### src/rtl/assert_macros.svh
// Assertion macros shared by the modules that check their own logic.
`ifndef ASSERT_MACROS_SVH
`define ASSERT_MACROS_SVH

// The expression must hold at every clock edge outside reset.
`define ASSERT_ALWAYS(label, expr, msg) \
   label: assert property (@(posedge clock) disable iff (reset) (expr)) else $error(msg);

// Whenever the antecedent holds, the consequent sequence must follow.
`define ASSERT_IMPLIES(label, ante, cons, msg) \
   label: assert property (@(posedge clock) disable iff (reset) (ante) |-> cons) else $error(msg);

`endif

### src/rtl/fhtr_pkg.sv
// Types, constants and codes shared by the frame hash trace ring modules.
package fhtr_pkg;

   localparam int RING_DEPTH_DEF = 4096;
   localparam int CKPT_DEPTH_DEF = 1024;

   localparam logic [63:0] FNV_BASIS = 64'hcbf29ce484222325;

   // Request codes.
   localparam logic [1:0] REQ_RECORD      = 2'd0;
   localparam logic [1:0] REQ_READ_LATEST = 2'd1;
   localparam logic [1:0] REQ_READ_AT     = 2'd2;
   localparam logic [1:0] REQ_CLEAR       = 2'd3;

   // Result kinds.
   localparam logic [1:0] KIND_CAPTURE = 2'd0;
   localparam logic [1:0] KIND_ENTRY   = 2'd1;
   localparam logic [1:0] KIND_EMPTY   = 2'd2;

   // Register file.
   localparam int CSR_ADDR_W = 4;
   localparam int CSR_DATA_W = 32;
   localparam logic [1:0] CSR_RING_CAPACITY = 2'd0;
   localparam logic [1:0] CSR_CKPT_INTERVAL = 2'd1;
   localparam logic [1:0] CSR_CKPT_CAPACITY = 2'd2;

   localparam logic [12:0] RING_CAP_RESET     = 13'd4096;
   localparam logic [15:0] CKPT_INTERVAL_RESET = 16'd1;
   localparam logic [10:0] CKPT_CAP_RESET     = 11'd1024;

   // Q16 position constants.
   localparam logic [16:0] POS_ONE  = 17'd65536;
   localparam logic [16:0] POS_HALF = 17'd32768;

   typedef struct packed {
      logic [1:0]  req_type;
      logic [7:0]  byte_value;
      logic        frame_end;
      logic [31:0] scene_number;
      logic [16:0] normalized_position;
   } fhtr_req_type;

   typedef struct packed {
      logic [1:0]  result_kind;
      logic [63:0] frame_number;
      logic [31:0] scene_number_out;
      logic [63:0] frame_digest;
      logic        checkpoint_flag;
      logic [12:0] samples_held;
      logic [10:0] checkpoints_held;
      logic [31:0] frames_evicted;
      logic [31:0] frames_captured;
   } fhtr_rsp_type;

   typedef struct packed {
      logic [63:0] frame_number;
      logic [31:0] scene_number;
      logic [63:0] frame_digest;
      logic        checkpoint_flag;
   } fhtr_sample_type;

   typedef struct packed {
      logic [63:0] frame_number;
      logic [63:0] frame_digest;
   } fhtr_ckpt_type;

   typedef struct packed {
      logic hash_step;
      logic clear_timeline;
      logic load_read;
      logic emit_empty;
      logic capture;
      logic scale;
      logic locate;
      logic fetch;
      logic reply;
   } fhtr_cmd_type;

   typedef struct packed {
      logic ring_empty;
   } fhtr_status_type;

endpackage

### src/rtl/fhtr_ctrl.sv
// Sequencer that steps the datapath through captures and ring reads.
module fhtr_ctrl (
   input  logic                     clock,
   input  logic                     reset,
   input  logic                     start,
   input  logic [1:0]               req_type,
   input  logic                     frame_end,
   input  fhtr_pkg::fhtr_status_type status,
   output fhtr_pkg::fhtr_cmd_type   cmd,
   output logic                     busy
);

   localparam logic [2:0] ST_IDLE    = 3'd0;
   localparam logic [2:0] ST_CAPTURE = 3'd1;
   localparam logic [2:0] ST_SCALE   = 3'd2;
   localparam logic [2:0] ST_LOCATE  = 3'd3;
   localparam logic [2:0] ST_FETCH   = 3'd4;
   localparam logic [2:0] ST_REPLY   = 3'd5;

   logic [2:0] state_ff;
   logic [2:0] state_in;

   always_comb begin
      cmd      = '0;
      state_in = state_ff;
      unique case (state_ff)
         ST_IDLE: begin
            if (start) begin
               unique case (req_type) inside
                  fhtr_pkg::REQ_RECORD: begin
                     cmd.hash_step = 1'b1;
                     if (frame_end) begin
                        state_in = ST_CAPTURE;
                     end
                  end
                  fhtr_pkg::REQ_CLEAR: begin
                     cmd.clear_timeline = 1'b1;
                  end
                  fhtr_pkg::REQ_READ_LATEST, fhtr_pkg::REQ_READ_AT: begin
                     if (status.ring_empty) begin
                        cmd.emit_empty = 1'b1;
                     end else begin
                        cmd.load_read = 1'b1;
                        state_in      = ST_SCALE;
                     end
                  end
                  default: begin
                     state_in = ST_IDLE;
                  end
               endcase
            end
         end
         ST_CAPTURE: begin
            cmd.capture = 1'b1;
            state_in    = ST_IDLE;
         end
         ST_SCALE: begin
            cmd.scale = 1'b1;
            state_in  = ST_LOCATE;
         end
         ST_LOCATE: begin
            cmd.locate = 1'b1;
            state_in   = ST_FETCH;
         end
         ST_FETCH: begin
            cmd.fetch = 1'b1;
            state_in  = ST_REPLY;
         end
         ST_REPLY: begin
            cmd.reply = 1'b1;
            state_in  = ST_IDLE;
         end
         default: begin
            state_in = ST_IDLE;
         end
      endcase
   end

   assign busy = (state_ff != ST_IDLE);

   always_ff @(posedge clock) begin
      if (reset) begin
         state_ff <= ST_IDLE;
      end else begin
         state_ff <= state_in;
      end
   end

endmodule

### config.mk
export PLATFORM = sky130hd
export DESIGN_NAME = fhtr_ctrl
export DESIGN_NICKNAME = d
export VERILOG_FILES = /design/src/rtl/assert_macros.svh /design/src/rtl/fhtr_pkg.sv /design/src/rtl/fhtr_ctrl.sv
export SDC_FILE = /design/constraint.sdc
export NUM_CORES = 1
export LEC_CHECK = 0
export ABC_AREA = 0
export BUFFER_PORTS_ARGS = -buffer_cell sky130_fd_sc_hd__buf_4
export CORE_AREA = 5 5 42 44
export CTS_CLUSTER_SIZE = 25
export DETAILED_ROUTE_END_ITERATION = 7
export DIE_AREA = 0 0 47 49
export RECOVER_POWER = 50
export SETUP_SLACK_MARGIN = 0.1
export SKIP_CTS_REPAIR_TIMING = 1
export SLEW_MARGIN = 25
export SYNTH_ARGS = -nofsm -noshare
export SYNTH_HDL_FRONTEND = slang
export SYNTH_SLANG_ARGS = --single-unit
### constraint.sdc
create_clock -name clock -period 1.58 [get_ports clock]
set_input_delay 0.237 -clock clock [delete_from_list [all_inputs] [get_ports clock]]
set_output_delay 0.237 -clock clock [all_outputs]
set_load 0.01 [all_outputs]
==> impl_metrics.json, run 1 <==
{
  "end_kind": "output port",
  "vias_per_cell": 4.26,
  "io-pin-count": 17,
  "rsz0062_at_grt": "true",
  "hold_ws_ns": 0.186,
  "p_per_area_mw_per_mm2": 634,
  "grt.overflow.total": 0,
  "arrival_ns": 1.20,
  "cts_root_buf": "clkbuf_4",
  "syn-num-nets": 44,
  "relSlewSlack_pct": 81.6,
  "fmax_mhz": 694,
  "grt_pass1_vias": 286,
  "grt_max_degree": 10,
  "reg_top3": "state_ff (3)",
  "core_area_mm2": 0.00140,
  "p_leak_nw": 0.264,
  "drt_iter0_markers": 7,
  "yosys-top-cells-area": "dfxtp_1, ha_1, nor3b_2",
  "area_delta_synth_final_pct": 60.4,
  "netlist_area_um2": 294,
  "fp.dieH_um": 49,
  "combPwrFrac_pct": 26.6,
  "yosysUniqueCellTypes": 22,
  "cts_made_buffers": 3,
  "clk_pin_slew_worst_paths_ns": 0.03,
  "synth_top_area_share_pct": 20.4,
  "gp_congestion": 0.629,
  "tightest_slew_ns": 0.276,
  "cts.sinks": 3,
  "ys_ff_latch": 3,
  "cp_slowest_stage_delay_ns": 0.35,
  "largest_reg_flops": 3,
  "clock_power_share_pct": 45.5,
  "drv_slew": 0,
  "crit_chain": "nor3_4 > nand2_2 > nor3b_2 > buf_4",
  "synth.avg_cell_area_um2": 8.65,
  "setup_viol": 0,
  "dp_slack_ns": 0.316,
  "clkLatencyLatePin_ns": 0.23,
  "r2r_cells": 4,
  "fin_worst_skew_ns": 0.00522,
  "htree_levels": 1,
  "yosysMostFrequentCell": "inv_1",
  "cp_num_buf_inv": 1,
  "firstDrtPassIters": 2,
  "period_share_pct": 91.1,
  "start_util_pct": 21.0,
  "dieWidth_um": 47,
  "rows": 14,
  "ir_drop_mv": 0.302,
  "postSynthCellCount": 34,
  "setup_slack_ns": 0.140,
  "critical_path.slowest_cell": "dfxtp_4",
  "cap_violations": 0,
  "critPathLaunchType": "flip-flop",
  "nets": 67,
  "yosys_most_used_dff": "dfxtp_1",
  "synth_top_area_cell": "dfxtp_1",
  "yosysWarnings": 0,
  "p_sw_w": 0.0000811,
  "antenna_found_initial": 0,
  "status": "completed",
  "dp.final_hpwl_um": 541,
  "worstSetupPathDepth": 4,
  "ys_seq_area_share_pct": 20.4,
  "hold_viol": 0,
  "die_area_mm2": 0.00230,
  "hold_path.class": "in2reg",
  "port_buffers": 16,
  "cp_max_fo": 4,
  "path_delay_family": "simple AND/OR/NAND/NOR gates",
  "cts_tree": "done",
  "grt_pass1_wl_um": 1110,
  "async_flop_share_pct": 0,
  "p_sw_share_pct": 27.1,
  "num_antenna_cells": 0,
  "critPathRequiredTime_ns": 1.34,
  "largest_register": "state_ff",
  "routed_wl_um": 716,
  "gr-usage-all-layers_pct": 6.91,
  "fin_tns_setup_ns": 0,
  "wl_per_cell_um": 9.94,
  "seq_power_share_pct": 27.9,
  "intPower_w": 0.000218,
  "ant_nets": 0,
  "period_needed_ns": 1.44,
  "min_path_cells": 2,
  "clock_path_buffers": 2,
  "synth-edff-count": 0,
  "final_layout_size_suffix_gt1_share_pct": 51.8,
  "vias": 307,
  "synthTopCellsByCount": "inv_1, dfxtp_1, ha_1",
  "drc": 0,
  "criticalPathCategory": "reg2out"
}
per-stage QoR:
step	util [%]	area, um2	std cells	total power, W
6_report	33.7	472	72	0.000299
5_1_grt	33.7	472	72	0.000324
4_1_cts	31.7	444	68	0.000304
3_5_place_dp	29.8	418	64	0.000159
3_3_place_gp	29.8	418	64	0.000159
2_1_floorplan	-	294	34	0.000124
logic make-up after synthesis:
kind of cell	Yosys count	share of synthesized area (%)
DFF	3	20.4
and+or+nand+nor	18	45.1
AOI/OAI and AO/OA	4	11.1
buffers and inverters	6	10.6
adders and majority gates	3	12.8
power by group through the flow:
| stage | Sequential, W | Clock [W] | Combinational [W] |
|---|---|---|---|
| 2_1_floorplan | 0.0000830 | 0 | 0.0000411 |
| 3_3_place_gp | 0.0000876 | 0 | 0.0000713 |
| 3_5_place_dp | 0.0000878 | 0 | 0.0000710 |
| 4_1_cts | 0.0000866 | 0.000145 | 0.0000717 |
| 5_1_grt | 0.0000839 | 0.000152 | 0.0000886 |
| 6_report | 0.0000835 | 0.000136 | 0.0000795 |
cell type report:
cell class	count	area, um2
clock buffer	4	26.3
fill	156	930
inverter	4	15.0
multi-input combinational	25	195
sequential	3	68.8
tap	16	20.0
timing repair buffer	20	146
layer usage:
layer / vias to the layer above / wire (um) / track usage [%]
met4: 0 / 0 / 5.53
li1: 160 / - / -
met2: 13 / 299 / 8.60
met5: - / 0 / 0
met3: 0 / 63 / 3.69
met1: 134 / 352 / 8.37
path summary, 6_finish.rpt:
kind | startpoint | slack, ns | endpoint
setup / recovery | state_ff[1] | 0.14 | cmd[6]
hold / removal | reset | 0.19 | state_ff[1]
setup reg to reg | state_ff[1] | 0.51 | state_ff[0]
hold reg to reg | state_ff[0] | 0.49 | state_ff[1]
cell usage in the layout, fill, tap and decap left out:
master / count
clkbuf_1: 2
and2b_1: 1
nor4_1: 1
dfxtp_4: 2
and3_1: 2
nand2b_1: 1
dfxtp_2: 1
nand2_2: 1
a41oi_1: 1
clkbuf_4: 4
nor3b_2: 1
nor3_4: 1
ha_1: 3
nand2_1: 2
a21oi_1: 1
nand4_1: 1
buf_4: 18
nor3b_1: 3
inv_1: 4
a211o_1: 1
nor2_1: 3
and3b_2: 1
o21ba_1: 1
(Power assumes the default switching activity.)
==> run 2, diff against run 1 <==
==> constraint.sdc (replaced) <==
create_clock -name clock -period 1.3 [get_ports clock]
set_input_delay 0.195 -clock clock [delete_from_list [all_inputs] [get_ports clock]]
set_output_delay 0.195 -clock clock [all_outputs]
set_load 0.01 [all_outputs]
==> impl_metrics.json, run 2 (synthesis gave the netlist of run 1 again) <==
{
  "status": "finished, violations left",
  "violations": "negative setup slack",
  "cts_root_buf": "clkbuf_4",
  "core_area_mm2": 0.00140,
  "fp.dieH_um": 49,
  "dp_slack_ns": 0.149,
  "rows": 14,
  "drt_iter0_markers": 4,
  "drv_slew": 0,
  "critPathRequiredTime_ns": 1.11,
  "cts_tree": "done",
  "hold_viol": 0,
  "final_area_um2": 527,
  "area_delta_synth_final_pct": 79.1,
  "clock_power_share_pct": 43.9,
  "p_total_w": 0.000375,
  "port_buffers": 16,
  "largest_reg_flops": 3,
  "cap_violations": 0,
  "critical_path.slowest_cell": "dfxtp_4",
  "num_antenna_cells": 0,
  "dieWidth_um": 47,
  "antenna_found_initial": 0,
  "grt_pass1_wl_um": 1130,
  "hold_path.class": "in2reg",
  "p_leak_nw": 0.281,
  "setup_viol": 6,
  "postPlaceCellArea_um2": 433,
  "vias": 337,
  "worstSetupPathDepth": 4,
  "seq_power_share_pct": 26.9,
  "hold_ws_ns": 0.130,
  "fin_worst_skew_ns": 0.000580,
  "io-pin-count": 17,
  "vias_per_cell": 4.49,
  "p_sw_w": 0.000102,
  "clk_pin_slew_worst_paths_ns": 0.04,
  "crit_chain": "nor3_4 > buf_4 > and3_4 > buf_6",
  "final_common_cell": "buf_4",
  "path_delay_family": "simple AND/OR/NAND/NOR gates",
  "min_path_cells": 2,
  "ant_nets": 0,
  "tightest_slew_ns": 0.184,
  "arrival_ns": 1.23,
  "largest_register": "state_ff",
  "cp_slowest_stage_delay_ns": 0.36,
  "fmax_mhz": 700,
  "period_share_pct": 110,
  "reg_top3": "state_ff (3)",
  "wl_per_cell_um": 11.3,
  "period_needed_ns": 1.43,
  "p_per_area_mw_per_mm2": 711,
  "htree_levels": 1,
  "intPower_w": 0.000272,
  "critPathLaunchType": "flip-flop",
  "drc": 0,
  "multi_input_area_um2": 213,
  "grt.overflow.total": 0,
  "dp.final_hpwl_um": 581,
  "clock_path_buffers": 2,
  "nFillCells": 165,
  "firstDrtPassIters": 4,
  "gp_congestion": 0.666,
  "end_kind": "output port",
  "p_sw_share_pct": 27.3,
  "ff2ff_setup_slack_ns": 0.25,
  "nets": 70,
  "criticalPathCategory": "reg2out",
  "grt_max_degree": 10,
  "cp_num_buf_inv": 2,
  "die_area_mm2": 0.00230,
  "gr-usage-all-layers_pct": 7.04,
  "rsz0062_at_grt": "true",
  "ir_drop_mv": 0.261,
  "cp_max_fo": 7,
  "grt_pass1_vias": 295,
  "routed_wl_um": 846,
  "r2r_cells": 5,
  "final_layout_size_suffix_gt1_share_pct": 61.0,
  "seqCellArea_um2": 68.8,
  "setup_slack_ns": -0.129,
  "start_util_pct": 21.0,
  "clkLatencyLatePin_ns": 0.23,
  "relSlewSlack_pct": 87.5,
  "cts.sinks": 3,
  "combPwrFrac_pct": 29.2,
  "cts_made_buffers": 3,
  "most-common-layout-cells": "buf_4, inv_1, clkbuf_4, buf_6, ha_1"
}
[run 2: cell types whose count changed in the layout (fill, tap and decap cells not counted)]
cell	previous run	this run
buf_6	0	4
buf_4	18	17
and3_1	2	0
nor2_2	0	1
and3_4	0	2
nor3b_1	3	2
nor2_1	3	2
nor3b_2	1	2
[run 2: metrics by stage]
stage          setup TNS (ns)  cells  utilization [%]
2_1_floorplan               0     34                -
3_3_place_gp                0     66             30.9
3_5_place_dp                0     66             30.9
4_1_cts                -0.442     70             32.8
5_1_grt                -0.921     75             37.6
6_report               -0.396     75             37.6
[run 2: worst register-to-register path: stages, from the launching register on]
cell and delay [ns]:
dfxtp_4 0.36, clkbuf_1 0.19, nand2_1 0.09, nor2_2 0.14, buf_4 0.12, o21ba_1 0.10
[run 2: path summary, 6_finish.rpt]
| check | start | end |
|---|---|---|
| setup / recovery | state_ff[1] | cmd[7] |
| hold / removal | reset | state_ff[1] |
| setup reg to reg | state_ff[0] | state_ff[2] |
| hold reg to reg | state_ff[2] | state_ff[1] |
[run 2: power by group through the flow]
stage               clock, W  sequential (W)  combinational, W
global placement           0        0.000105         0.0000913
finish              0.000164        0.000101          0.000109
floorplan                  0        0.000101         0.0000500
detailed placement         0        0.000104         0.0000914
CTS                 0.000177        0.000103         0.0000921
global route        0.000187        0.000101          0.000119
[run 2: per-layer routing]
metal	vias up	wire (um)	GRT usage [%]	part of all wire [%]
met5	-	0	0	0
met1	157	340	8.13	40
met4	0	0	5.53	0
li1	167	-	-	-
met2	13	423	8.82	50
met3	0	82	4.43	9.7
[run 2: layout make-up]
type / count / share of cell area [%]
multi-input combinational: 25 / 40.4
timing repair buffer: 23 / 34.9
sequential: 3 / 13.1
clock buffer: 4 / 4.99
tap: 16 / 3.80
inverter: 4 / 2.85
